File: config.mk
export PLATFORM = sky130hd
export DESIGN_NAME = file_block_to_indirect_path
export DESIGN_NICKNAME = d
export VERILOG_FILES = /design/src/hw/rtl/fbip_pkg.sv /design/src/hw/rtl/fbip_classify.sv /design/src/hw/rtl/fbip_extract.sv /design/src/hw/rtl/file_block_to_indirect_path.sv
export SDC_FILE = /design/constraint.sdc
export NUM_CORES = 1
export LEC_CHECK = 0
export ABC_AREA = 1
export BUFFER_PORTS_ARGS = -buffer_cell sky130_fd_sc_hd__buf_2
export CORE_ASPECT_RATIO = 0.75
export CORE_MARGIN = 1
export CORE_UTILIZATION = 25
export CTS_BUF_LIST = sky130_fd_sc_hd__clkbuf_4
export DETAILED_ROUTE_END_ITERATION = 8
export GPL_TIMING_DRIVEN = 1
export HOLD_SLACK_MARGIN = 0.08
export PLACE_DENSITY_LB_ADDON = 0.08
export SLEW_MARGIN = 10
export SYNTH_ARGS = -nofsm -noshare
export SYNTH_HDL_FRONTEND = slang
export SYNTH_SLANG_ARGS = --single-unit
File: constraint.sdc
create_clock -name clock -period 3.35 [get_ports clock]
set_clock_uncertainty 0.1 [all_clocks]
set_input_delay 0.1675 -clock clock [delete_from_list [all_inputs] [get_ports clock]]
set_output_delay 0.1675 -clock clock [all_outputs]
set_load 0.01 [all_outputs]
File: src/hw/rtl/fbip_pkg.sv
// Shared types, constants and helpers for the file block to indirect path mapper.
// No dependencies; every other file in hw/rtl uses it by scoped names.
package fbip_pkg;

   localparam int BLK_W  = 32;            // logical block number width
   localparam int MAG_W  = BLK_W - 1;     // non-negative magnitude width
   localparam int OFF_W  = 14;            // offset field width
   localparam int DEP_W  = 3;             // path depth width
   localparam int K_W    = 4;             // pointer_bits_log2 width
   localparam int SH_W   = 6;             // shift amounts up to 3*K_MAX
   localparam int ADDR_W = 44;            // room for the triple indirect reach

   localparam logic [K_W-1:0] K_MIN = 4'd8;
   localparam logic [K_W-1:0] K_MAX = 4'd14;

   localparam logic [DEP_W-1:0] DEPTH_NONE   = 3'd0;
   localparam logic [DEP_W-1:0] DEPTH_DIRECT = 3'd1;
   localparam logic [DEP_W-1:0] DEPTH_SINGLE = 3'd2;
   localparam logic [DEP_W-1:0] DEPTH_DOUBLE = 3'd3;
   localparam logic [DEP_W-1:0] DEPTH_TRIPLE = 3'd4;

   typedef enum logic [1:0] {
      ST_MAPPED   = 2'd0,
      ST_NEGATIVE = 2'd1,
      ST_RANGE    = 2'd2
   } status_type;

   typedef enum logic [2:0] {
      CLS_DIRECT,
      CLS_SINGLE,
      CLS_DOUBLE,
      CLS_TRIPLE,
      CLS_NEG,
      CLS_FAR
   } cls_type;

   // Payload between the classify stage and the offset extraction stages.
   typedef struct packed {
      cls_type          cls;
      logic [K_W-1:0]   kbits;
      logic [MAG_W-1:0] blk;
   } cls_pkt_type;

   // Clamp the register value into the supported range.
   function automatic logic [K_W-1:0] eff_bits(input logic [K_W-1:0] raw);
      logic [K_W-1:0] k;
      k = raw;
      if (k < K_MIN) k = K_MIN;
      if (k > K_MAX) k = K_MAX;
      return k;
   endfunction

   function automatic logic [ADDR_W-1:0] pow2(input logic [SH_W-1:0] e);
      return ADDR_W'(1) << e;
   endfunction

   // First block number of the single (1), double (2), triple (3) indirect
   // ranges and end of reach (4). The powers of two occupy disjoint bits above
   // the direct count, so the running sums are plain ORs.
   function automatic logic [ADDR_W-1:0] level_base(input logic [K_W-1:0] k,
                                                    input int direct,
                                                    input int lvl);
      logic [SH_W-1:0]   k1;
      logic [ADDR_W-1:0] acc;
      k1  = SH_W'(k);
      acc = ADDR_W'(direct);
      if (lvl >= 2) acc = acc | pow2(k1);
      if (lvl >= 3) acc = acc | pow2(SH_W'(k1 << 1));
      if (lvl >= 4) acc = acc | pow2(SH_W'(k1 + SH_W'(k1 << 1)));
      return acc;
   endfunction

endpackage

File: src/hw/rtl/fbip_classify.sv
// Classify stage: compares the block number against the range limits.
// Depends on fbip_pkg.
module fbip_classify #(
   parameter int DIRECT_SLOTS = 12
) (
   input  logic                        clock,
   input  logic                        reset,
   input  logic                        in_valid,
   input  logic [fbip_pkg::BLK_W-1:0]  in_block,
   input  logic [fbip_pkg::K_W-1:0]    in_kbits,
   output logic                        out_valid,
   output fbip_pkg::cls_pkt_type       out_pkt
);

   logic                      valid_ff;
   fbip_pkg::cls_pkt_type     pkt_ff;
   fbip_pkg::cls_pkt_type     pkt_in;
   logic [fbip_pkg::ADDR_W-1:0] blk_ext;

   always_comb begin
      blk_ext      = fbip_pkg::ADDR_W'(in_block[fbip_pkg::MAG_W-1:0]);
      pkt_in.blk   = in_block[fbip_pkg::MAG_W-1:0];
      pkt_in.kbits = in_kbits;
      priority if (in_block[fbip_pkg::BLK_W-1]) begin
         pkt_in.cls = fbip_pkg::CLS_NEG;
      end else if (blk_ext < fbip_pkg::level_base(in_kbits, DIRECT_SLOTS, 1)) begin
         pkt_in.cls = fbip_pkg::CLS_DIRECT;
      end else if (blk_ext < fbip_pkg::level_base(in_kbits, DIRECT_SLOTS, 2)) begin
         pkt_in.cls = fbip_pkg::CLS_SINGLE;
      end else if (blk_ext < fbip_pkg::level_base(in_kbits, DIRECT_SLOTS, 3)) begin
         pkt_in.cls = fbip_pkg::CLS_DOUBLE;
      end else if (blk_ext < fbip_pkg::level_base(in_kbits, DIRECT_SLOTS, 4)) begin
         pkt_in.cls = fbip_pkg::CLS_TRIPLE;
      end else begin
         pkt_in.cls = fbip_pkg::CLS_FAR;
      end
   end

   always_ff @(posedge clock) begin
      if (reset) begin
         valid_ff <= 1'b0;
      end else begin
         valid_ff <= in_valid;
      end
      pkt_ff <= pkt_in;
   end

   assign out_valid = valid_ff;
   assign out_pkt   = pkt_ff;

endmodule

File: src/hw/rtl/fbip_extract.sv
// Residual subtract stage followed by the offset / boundary extraction stage.
// Depends on fbip_pkg.
module fbip_extract #(
   parameter int DIRECT_SLOTS = 12,
   parameter int SINGLE_SLOT  = 12,
   parameter int DOUBLE_SLOT  = 13,
   parameter int TRIPLE_SLOT  = 14
) (
   input  logic                          clock,
   input  logic                          reset,
   input  logic                          in_valid,
   input  fbip_pkg::cls_pkt_type         in_pkt,
   output logic                          out_valid,
   output logic [fbip_pkg::DEP_W-1:0]    out_depth,
   output logic [fbip_pkg::OFF_W-1:0]    out_off0,
   output logic [fbip_pkg::OFF_W-1:0]    out_off1,
   output logic [fbip_pkg::OFF_W-1:0]    out_off2,
   output logic [fbip_pkg::OFF_W-1:0]    out_off3,
   output logic                          out_bnd,
   output logic [1:0]                    out_status
);

   // residual stage
   logic                          rv_ff;
   fbip_pkg::cls_pkt_type         rpkt_ff;
   fbip_pkg::cls_pkt_type         rpkt_in;
   logic [fbip_pkg::ADDR_W-1:0]   base;
   logic [fbip_pkg::ADDR_W-1:0]   diff;

   always_comb begin
      unique case (in_pkt.cls)
         fbip_pkg::CLS_SINGLE: base = fbip_pkg::level_base(in_pkt.kbits, DIRECT_SLOTS, 1);
         fbip_pkg::CLS_DOUBLE: base = fbip_pkg::level_base(in_pkt.kbits, DIRECT_SLOTS, 2);
         fbip_pkg::CLS_TRIPLE: base = fbip_pkg::level_base(in_pkt.kbits, DIRECT_SLOTS, 3);
         default:              base = '0;
      endcase
      diff          = fbip_pkg::ADDR_W'(in_pkt.blk) - base;
      rpkt_in.cls   = in_pkt.cls;
      rpkt_in.kbits = in_pkt.kbits;
      rpkt_in.blk   = diff[fbip_pkg::MAG_W-1:0];
   end

   always_ff @(posedge clock) begin
      if (reset) begin
         rv_ff <= 1'b0;
      end else begin
         rv_ff <= in_valid;
      end
      rpkt_ff <= rpkt_in;
   end

   // extraction stage
   logic                         ov_ff;
   logic [fbip_pkg::DEP_W-1:0]   depth_ff, depth_in;
   logic [fbip_pkg::OFF_W-1:0]   off0_ff, off0_in;
   logic [fbip_pkg::OFF_W-1:0]   off1_ff, off1_in;
   logic [fbip_pkg::OFF_W-1:0]   off2_ff, off2_in;
   logic [fbip_pkg::OFF_W-1:0]   off3_ff, off3_in;
   logic                         bnd_ff, bnd_in;
   fbip_pkg::status_type         status_ff, status_in;

   logic [fbip_pkg::OFF_W-1:0]   mask;
   logic [fbip_pkg::MAG_W-1:0]   sh1;
   logic [fbip_pkg::MAG_W-1:0]   sh2;
   logic [fbip_pkg::OFF_W-1:0]   low;
   logic [fbip_pkg::SH_W-1:0]    k1;

   always_comb begin
      k1   = fbip_pkg::SH_W'(rpkt_ff.kbits);
      mask = ~({fbip_pkg::OFF_W{1'b1}} << rpkt_ff.kbits);
      sh1  = rpkt_ff.blk >> k1;
      sh2  = rpkt_ff.blk >> fbip_pkg::SH_W'(k1 << 1);
      low  = rpkt_ff.blk[fbip_pkg::OFF_W-1:0] & mask;

      depth_in  = fbip_pkg::DEPTH_NONE;
      off0_in   = '0;
      off1_in   = '0;
      off2_in   = '0;
      off3_in   = '0;
      bnd_in    = 1'b0;
      status_in = fbip_pkg::ST_MAPPED;
      unique case (rpkt_ff.cls)
         fbip_pkg::CLS_DIRECT: begin
            depth_in = fbip_pkg::DEPTH_DIRECT;
            off0_in  = rpkt_ff.blk[fbip_pkg::OFF_W-1:0];
            bnd_in   = (low == fbip_pkg::OFF_W'(DIRECT_SLOTS - 1));
         end
         fbip_pkg::CLS_SINGLE: begin
            depth_in = fbip_pkg::DEPTH_SINGLE;
            off0_in  = fbip_pkg::OFF_W'(SINGLE_SLOT);
            off1_in  = rpkt_ff.blk[fbip_pkg::OFF_W-1:0];
            bnd_in   = (low == mask);
         end
         fbip_pkg::CLS_DOUBLE: begin
            depth_in = fbip_pkg::DEPTH_DOUBLE;
            off0_in  = fbip_pkg::OFF_W'(DOUBLE_SLOT);
            off1_in  = sh1[fbip_pkg::OFF_W-1:0];
            off2_in  = low;
            bnd_in   = (low == mask);
         end
         fbip_pkg::CLS_TRIPLE: begin
            depth_in = fbip_pkg::DEPTH_TRIPLE;
            off0_in  = fbip_pkg::OFF_W'(TRIPLE_SLOT);
            off1_in  = sh2[fbip_pkg::OFF_W-1:0];
            off2_in  = sh1[fbip_pkg::OFF_W-1:0] & mask;
            off3_in  = low;
            bnd_in   = (low == mask);
         end
         fbip_pkg::CLS_NEG: begin
            status_in = fbip_pkg::ST_NEGATIVE;
         end
         fbip_pkg::CLS_FAR: begin
            status_in = fbip_pkg::ST_RANGE;
         end
         default: begin
            status_in = fbip_pkg::ST_RANGE;
         end
      endcase
   end

   always_ff @(posedge clock) begin
      if (reset) begin
         ov_ff <= 1'b0;
      end else begin
         ov_ff <= rv_ff;
      end
      depth_ff  <= depth_in;
      off0_ff   <= off0_in;
      off1_ff   <= off1_in;
      off2_ff   <= off2_in;
      off3_ff   <= off3_in;
      bnd_ff    <= bnd_in;
      status_ff <= status_in;
   end

   assign out_valid  = ov_ff;
   assign out_depth  = depth_ff;
   assign out_off0   = off0_ff;
   assign out_off1   = off1_ff;
   assign out_off2   = off2_ff;
   assign out_off3   = off3_ff;
   assign out_bnd    = bnd_ff;
   assign out_status = status_ff;

endmodule

File: src/hw/rtl/file_block_to_indirect_path.sv
// File block to indirect path mapper: top level, config register and input stage.
// Depends on fbip_pkg, fbip_classify and fbip_extract.
//
// Maps a signed logical block number onto the direct / single / double /
// triple indirect path of a Unix style inode. One request is taken every clock
// (busy never rises); rsp_valid pulses for one cycle three clocks after the
// edge that took start, and the result must be captured at the edge that ends
// that cycle since the receiver cannot stall. The four stages are input
// capture, range compare, residual subtract, and the offset shifter with
// output registers.
// csr_wdata sets log2 of pointers per block (clamped to 8..14); write it only
// while no request is in flight.
module file_block_to_indirect_path #(
   parameter int DIRECT_SLOTS = 12,
   parameter int SINGLE_SLOT  = 12,
   parameter int DOUBLE_SLOT  = 13,
   parameter int TRIPLE_SLOT  = 14
) (
   input  logic                        clock,
   input  logic                        reset,
   input  logic                        start,
   output logic                        busy,
   input  logic signed [31:0]          req_logical_block,
   output logic                        rsp_valid,
   output logic [2:0]                  rsp_path_depth,
   output logic [13:0]                 rsp_slot_offset,
   output logic [13:0]                 rsp_level1_offset,
   output logic [13:0]                 rsp_level2_offset,
   output logic [13:0]                 rsp_level3_offset,
   output logic                        rsp_at_boundary,
   output logic [1:0]                  rsp_map_status,
   input  logic                        csr_valid,
   output logic                        csr_ready,
   input  logic [3:0]                  csr_wdata
);

   logic [fbip_pkg::K_W-1:0]   kreg_ff;
   logic [fbip_pkg::K_W-1:0]   kreg_in;
   logic                       iv_ff;
   logic [fbip_pkg::BLK_W-1:0] blk_ff;
   logic [fbip_pkg::K_W-1:0]   keff_ff;

   logic                       cv;
   fbip_pkg::cls_pkt_type      cpkt;

   assign busy      = 1'b0;
   assign csr_ready = 1'b1;
   assign kreg_in   = (csr_valid && csr_ready) ? csr_wdata : kreg_ff;

   always_ff @(posedge clock) begin
      if (reset) begin
         kreg_ff <= fbip_pkg::K_MIN;
         iv_ff   <= 1'b0;
      end else begin
         kreg_ff <= kreg_in;
         iv_ff   <= start && !busy;
      end
      blk_ff  <= req_logical_block;
      keff_ff <= fbip_pkg::eff_bits(kreg_ff);
   end

   fbip_classify #(
      .DIRECT_SLOTS (DIRECT_SLOTS)
   ) u_classify (
      .clock     (clock),
      .reset     (reset),
      .in_valid  (iv_ff),
      .in_block  (blk_ff),
      .in_kbits  (keff_ff),
      .out_valid (cv),
      .out_pkt   (cpkt)
   );

   fbip_extract #(
      .DIRECT_SLOTS (DIRECT_SLOTS),
      .SINGLE_SLOT  (SINGLE_SLOT),
      .DOUBLE_SLOT  (DOUBLE_SLOT),
      .TRIPLE_SLOT  (TRIPLE_SLOT)
   ) u_extract (
      .clock      (clock),
      .reset      (reset),
      .in_valid   (cv),
      .in_pkt     (cpkt),
      .out_valid  (rsp_valid),
      .out_depth  (rsp_path_depth),
      .out_off0   (rsp_slot_offset),
      .out_off1   (rsp_level1_offset),
      .out_off2   (rsp_level2_offset),
      .out_off3   (rsp_level3_offset),
      .out_bnd    (rsp_at_boundary),
      .out_status (rsp_map_status)
   );

endmodule

==> summary.txt, run 1 <==
outcome: finished clean
initial antenna violation count: 1
wire per inst: 17.3 um
transition time of the tightest slew-check pin: 0.700 ns
fmax: 322 MHz
r2r setup slk: 0.24 ns
XOR/XNOR Fraction of Synth Area: 1.91%
PortBufs: 102
Reg clk slew, reported paths: 0.18 ns
Initial Util: 25.5%
largest family of logic cells by synthesized area: simple AND/OR/NAND/NOR gates
Worst EP required: 3.85 ns
Hold Crit Depth: 3
worst reg-to-reg path cell count: 20
Slew HR: 53.1%
critical path arrival: 3.61 ns
met3 GRT Util: 4.98%
Worst path max stage delay: 0.42 ns
first-pass GRT wire length: 51.6 mm
grt met2 use: 24.6%
Setup crit start kind: register
synth top area cells: dfxtp_1 (39%), nand2_1 (12%), ha_1 (11%)
routed via count: 8,959
Top FF cell, synth: dfxtp_1
CP bufs+invs: 5
Pwr per Cell Area: 416 mW/mm2
kind of end point of the critical path: register
GRT Total Usage: 18.5%
P_leak: 5.30 nW
CTS tree: done
Final Hold Fails: 0
max-cap violations: 0
vias per cell: 4.63
TritonCTS buffer count: 17
Yosys cell types: 49
Worst-Skew Late Latency: 0.64 ns
DP HPWL: 27.3 mm
asr flop ratio synth: 0%
maximum VDD drop: 176 uV
detailed-route DRC error count: 0
largest net degree at the start of global routing: 33
antenna viol nets, final: 0
portion of netlist area occupied by mux cells: 0.328%
RSZ-0062 raised after global routing: false
fillcell total: 3,947
clock sinks: 179
worst path cell trace: nand2_1 -> inv_1 -> fa_1 -> inv_1 -> ha_1 -> inv_2 -> nor2_2 -> buf_4 -> nand2_1 -> ha_1 -> nand4_1 -> a21oi_2 -> nor2_1 -> nand2_1 -> nand3_1 -> nand2_1 -> inv_1 -> nand2_1 -> nand3_1 -> nand2_1
EDFF count, synth: 0
Synth Instances: 1,245
Levels on crit path: 20
Routed Wire Length: 33.5 mm
WHS: 0.250 ns
sequential fraction of the synthesis area: 39.2%
First DRT Iteration DRCs: 727
Core Box Area: 0.0360 mm2
Reg-to-Reg Start: keff_ff[0]$_SDFF_PN0_
area share of the largest cell type after synthesis: 39.2%
gr busiest metal: met1
Worst R2R End: u_classify.out_pkt[37]$_SDFF_PP1_
Worst Path Max Fanout: 8
Worst Hold Path EP: u_classify.out_valid$_SDFF_PP0_
nets: 1,577
Final setup viols: 0
row count: 60
crit path kind: register to register
total die area: 0.0374 mm2
setup total negative slack: 0 ns
die width: 223 um
Root Buffer: clkbuf_4
Max Root-Sink Buffers: 2
mapped cell area: 0.00915 mm2
IO Count: 105
RePlAce Congestion: 0.885
postcts setup bufs: 0
Tmin final: 3.11 ns
layout cell share with drive strength beyond 1: 12.4%
Crit path max-delay family: simple AND/OR/NAND/NOR gates
grt met1 use: 28.9%
top-count cell post-synth: nand2_1
H-Tree Depth: 4
most used cell, CP: nand2_1
synth warn: 0
simple-gate share of the synthesized area: 25.2%
min-delay worst type: primary input to register
syn avg cell area: 7.35 um2
Die Span Y: 168 um
max-slew violation count: 0
Worst path slowest cell: fa_1
synthesized-area fraction occupied by adder cells: 11.6%
Synth Area in Compound Gates: 14.3%
Area Growth Syn to Fin: 25.1%
Detailed Routing Iterations Pass 1: 5
Yosys top cell by area: dfxtp_1
crit share post-route: 92.7%
grt ovf: 0
Yosys reg bits: 179
top post-synthesis cells by count: nand2_1 (303), dfxtp_1 (179), inv_1 (147), nor2_1 (144)
Worst Hold Launch: reset
vias in the first global route: 8,837
routing by layer:
metal,vias to the layer above,wire [um],part of all wire (%)
met5,-,0,0
met4,0,199,0.59
met3,18,2330,6.9
met2,222,12500,37
met1,4217,18500,55
li1,4502,-,-
how the worst max path moves through the flow:
stage	startpoint	end	slack, ns
after global placement	keff_ff[0]$_SDFF_PN0_	u_classify.out_pkt[37]$_SDFF_PP1_	0.15
after global routing	keff_ff[0]$_SDFF_PN0_	u_classify.out_pkt[37]$_SDFF_PP1_	0.01
after CTS	keff_ff[0]$_SDFF_PN0_	u_classify.out_pkt[37]$_SDFF_PP1_	0.11
final	keff_ff[0]$_SDFF_PN0_	u_classify.out_pkt[37]$_SDFF_PP1_	0.24
after floorplan	keff_ff[1]$_SDFF_PN1_	u_classify.out_pkt[37]$_SDFF_PP1_	0.25
after detailed placement	keff_ff[0]$_SDFF_PN0_	u_classify.out_pkt[37]$_SDFF_PP1_	0.15
where the power goes:
part / total, mW / switching, mW / internal [mW]
Sequential: 2.43 / 0.138 / 2.29
Combinational: 1.05 / 0.669 / 0.381
Clock: 1.29 / 0.885 / 0.405
flip-flops by register name (all words and copies together) (netlist names):
register and cells:
u_extract.out_off1 14, u_extract.out_status 2, u_extract.rv_ff 1, u_extract.k1 3, u_classify.out_pkt 37, kreg_ff 4, u_extract.out_off2 14, u_extract.out_bnd 1
u_extract.out_off3 14, u_extract.out_depth 3, iv_ff 1, u_extract.rpkt_ff 34, u_classify.out_valid 1, u_extract.out_off0 14, u_extract.out_valid 1, keff_ff 3
blk_ff 32
worst register-to-register path: cells and delay by family, from the launching register on:
family / cells / cell delay [ns]
simple gates: 11 / 1.01
buf+inv: 5 / 0.42
flops: 1 / 0.39
fa+ha+maj: 3 / 0.95
compound gates: 1 / 0.19
repair_timing:
item / 4_1_cts / 5_1_grt
endpoints found under the setup margin: 0 / 2
resized for setup: 0 / 16
hold buffers: 79 / 0
endpoints found under the hold margin: 40 / 0
layout make-up:
| type | count | area (um2) | share of cell area, % |
|---|---|---|---|
| diodes | 2 | 5.00 | 0.0437 |
| well taps | 465 | 582 | 5.08 |
| multi-input cells | 907 | 4990 | 43.6 |
| inverters | 150 | 563 | 4.92 |
| clock inverters | 15 | 166 | 1.45 |
| repair buffers | 198 | 1430 | 12.5 |
| flip-flops and latches | 179 | 3590 | 31.3 |
| clock buffers | 17 | 128 | 1.11 |
through the flow:
stage | setup slack (ns) | cell area, um2 | instances | power [mW] | util, %
after global routing | 0.0117 | 11500 | 1933 | 5.08 | 31.8
after detailed placement | 0.153 | 10300 | 1820 | 3.44 | 28.7
after CTS | 0.107 | 11400 | 1931 | 4.82 | 31.7
after floorplan | 0.247 | 9210 | 1259 | 3.04 | -
after global placement | 0.150 | 10300 | 1820 | 3.44 | 28.7
final | 0.245 | 11500 | 1933 | 4.77 | 31.8
layout by cell type, fill, tap and decap left out, types with 3 or more instances in the layout:
cell,instances
a21oi_2,3
ha_1,81
o21a_1,8
inv_2,3
o21ai_0,81
nand3b_1,6
o21ai_2,5
inv_1,146
dfxtp_1,177
nand2_2,3
dlygate4sd3_1,79
nor2_1,139
xor2_1,13
nor2_2,7
nor3_1,13
mux2i_1,3
nand4_1,20
nor4_1,6
a21oi_1,82
xnor2_1,7
and3_1,3
buf_4,17
o221ai_1,9
inv_6,7
buf_2,102
nand2_1,303
conb_1,16
nand3_1,49
clkbuf_4,17
o211ai_1,12
a31oi_1,3
clkinv_4,3
o21ai_1,5
logic make-up after synthesis:
group / after synthesis
AO/OA/AOI/OAI: 228
XOR/XNOR: 20
flip-flops: 179
multiplexers: 3
other: 2
AND/OR/NAND/NOR: 556
adder cells (fa/ha/maj): 84
buffers and inverters: 173
Note: power is estimated with default switching activity, not from simulation.
==> run 2, diff against run 1 <==
--- a/config.mk
+++ b/config.mk
@@ -6,12 +6,12 @@
 export NUM_CORES = 1
 export LEC_CHECK = 0
 export ABC_AREA = 1
-export BUFFER_PORTS_ARGS = -buffer_cell sky130_fd_sc_hd__buf_2
 export CORE_ASPECT_RATIO = 0.75
 export CORE_MARGIN = 1
 export CORE_UTILIZATION = 25
 export CTS_BUF_LIST = sky130_fd_sc_hd__clkbuf_4
 export DETAILED_ROUTE_END_ITERATION = 8
+export DONT_BUFFER_PORTS = 1
 export GPL_TIMING_DRIVEN = 1
 export HOLD_SLACK_MARGIN = 0.08
 export PLACE_DENSITY_LB_ADDON = 0.08
==> summary.txt, run 2 (synthesis results as in run 1) <==
Routed Wire Length: 32.9 mm
Worst Path Max Fanout: 7
H-Tree Depth: 4
commonest non-fill, non-tap cell in the layout: nand2_1
DP HPWL: 26.8 mm
Initial Util: 25.5%
Die Span Y: 168 um
min-delay worst type: primary input to register
fillcell total: 3,908
IO Count: 105
wire per inst: 18.0 um
Switch Pwr: 1.62 mW
critical path arrival: 3.51 ns
Sequential Power Share: 51.7%
detailed-route DRC error count: 0
Reg clk slew, reported paths: 0.18 ns
maximum VDD drop: 187 uV
crit path kind: register to register
Root Buffer: clkbuf_4
kind of end point of the critical path: register
max-cap violations: 0
Reg area: 0.00359 mm2
Sw Ratio: 33.9%
First DRT Iteration DRCs: 701
largest net degree at the start of global routing: 33
max-slew violation count: 0
TritonCTS buffer count: 17
initial antenna violation count: 3
routed via count: 8,523
Pwr per Cell Area: 437 mW/mm2
PortBufs: 0
Max Root-Sink Buffers: 2
RePlAce Congestion: 0.917
row count: 60
multi-input logic area: 0.00497 mm2
crit share post-route: 90.7%
Tmin final: 3.04 ns
vias per cell: 4.67
overall power: 4.77 mW
Combinational Power Share: 20.1%
nets: 1,472
RSZ-0062 raised after global routing: false
Core Box Area: 0.0360 mm2
vias in the first global route: 8,265
Area Growth Syn to Fin: 19.2%
P_int: 3.15 mW
fmax: 329 MHz
outcome: finished clean
Worst EP required: 3.82 ns
layout cell share with drive strength beyond 1: 5.37%
Worst-Skew Late Latency: 0.65 ns
Setup crit start kind: register
GRT Total Usage: 18.1%
P_leak: 4.79 nW
grt ovf: 0
CTS tree: done
total die area: 0.0374 mm2
Slew HR: 51.5%
Final setup viols: 0
first-pass GRT wire length: 50.7 mm
clock share of power: 28.2%
die width: 223 um
Detailed Routing Iterations Pass 1: 5
transition time of the tightest slew-check pin: 0.719 ns
Largest register FFs: 37
Final Hold Fails: 0
clock sinks: 179
commonest non-fill, non-tap cells in the layout: nand2_1 (303), dfxtp_1 (176), inv_1 (145)
setup total negative slack: 0 ns
antenna viol nets, final: 0
-- run 2: changes by cell type in the layout (fill, tap and decap cells not counted), moves of 2 or more --
cell           change
nor2_1             +4
clkinv_8           -2
bufinv_16          +2
dlygate4sd3_1      -2
o21ai_1            +2
buf_2            -102
nor2_2             -5
clkinvlp_4         +4
inv_6              -2
clkinv_4           -3
-- run 2: routing by layer --
metal / vias to the layer above / global-route usage, % / routed length [um]
met5: - / 0 / 0
met4: 0 / 3.36 / 193
li1: 4280 / - / -
met3: 18 / 4.18 / 2100
met2: 210 / 23.9 / 12300
met1: 4015 / 29.0 / 18300
-- run 2: timing repair --
action | in CTS | in global routing
resized for setup | 0 | 15
endpoints found under the setup margin | 0 | 2
endpoints found under the hold margin | 40 | 0
setup buffers | 0 | 0
hold buffers | 77 | 0
-- run 2: layout make-up --
class / instances / share of cell area [%]
Timing Repair Buffer: 93 / 8.17
Clock buffer: 17 / 1.17
Sequential cell: 179 / 32.9
Inverter: 150 / 5.19
Antenna cell: 2 / 0.0459
Multi-Input combinational cell: 907 / 45.6
Clock inverter: 14 / 1.62
Tap cell: 465 / 5.33
-- run 2: worst max-delay path, cell delays in order (launching register included) --
cell and delay, ns:
dfxtp_4 0.40, nand2_1 0.08, inv_1 0.06, fa_2 0.36, inv_1 0.07, ha_1 0.21, inv_2 0.10, nor2_4 0.16
buf_4 0.18, nand3_1 0.07, ha_1 0.29, a21o_1 0.18, nor2_1 0.16, nand2_1 0.08, nand2_1 0.06, nand2_1 0.05
nand3_1 0.07, nand2_1 0.05, inv_1 0.04, nand2_1 0.06, nand3_1 0.07, nand2_1 0.06
-- run 2: power groups by stage --
stage          Clock, mW  Combinational, mW  Sequential (mW)
2_1_floorplan          0              0.602             2.44
6_report            1.34              0.958             2.46
3_3_place_gp           0              0.868             2.52
4_1_cts             1.41              0.936             2.47
3_5_place_dp           0              0.859             2.52
5_1_grt             1.51               1.07             2.49
-- run 2: final timing paths --
kind / start / to / slack [ns] / depth (start not counted)
setup reg to reg: keff_ff[0]$_SDFF_PN0_ / u_classify.out_pkt[37]$_SDFF_PP1_ / 0.31 / 21
hold / removal: csr_valid / kreg_ff[3]$_SDFFE_PP1P_ / 0.25 / 4
hold reg to reg: blk_ff[2]$_DFF_P_ / u_classify.out_pkt[2]$_DFF_P_ / 0.27 / 0
setup / recovery: keff_ff[0]$_SDFF_PN0_ / u_classify.out_pkt[37]$_SDFF_PP1_ / 0.31 / 21
-- run 2: metrics by stage --
stage	setup WS [ns]	util [%]	cells	instance area [um2]	hold WS [ns]
floorplan	0.247	-	1259	9210	0.0952
global placement	0.134	27.2	1717	9790	0.0953
detailed placement	0.161	27.2	1717	9790	0.0953
CTS	0.102	30.2	1825	10900	0.176
global route	0.0211	30.3	1827	10900	0.246
finish	0.312	30.3	1827	10900	0.253
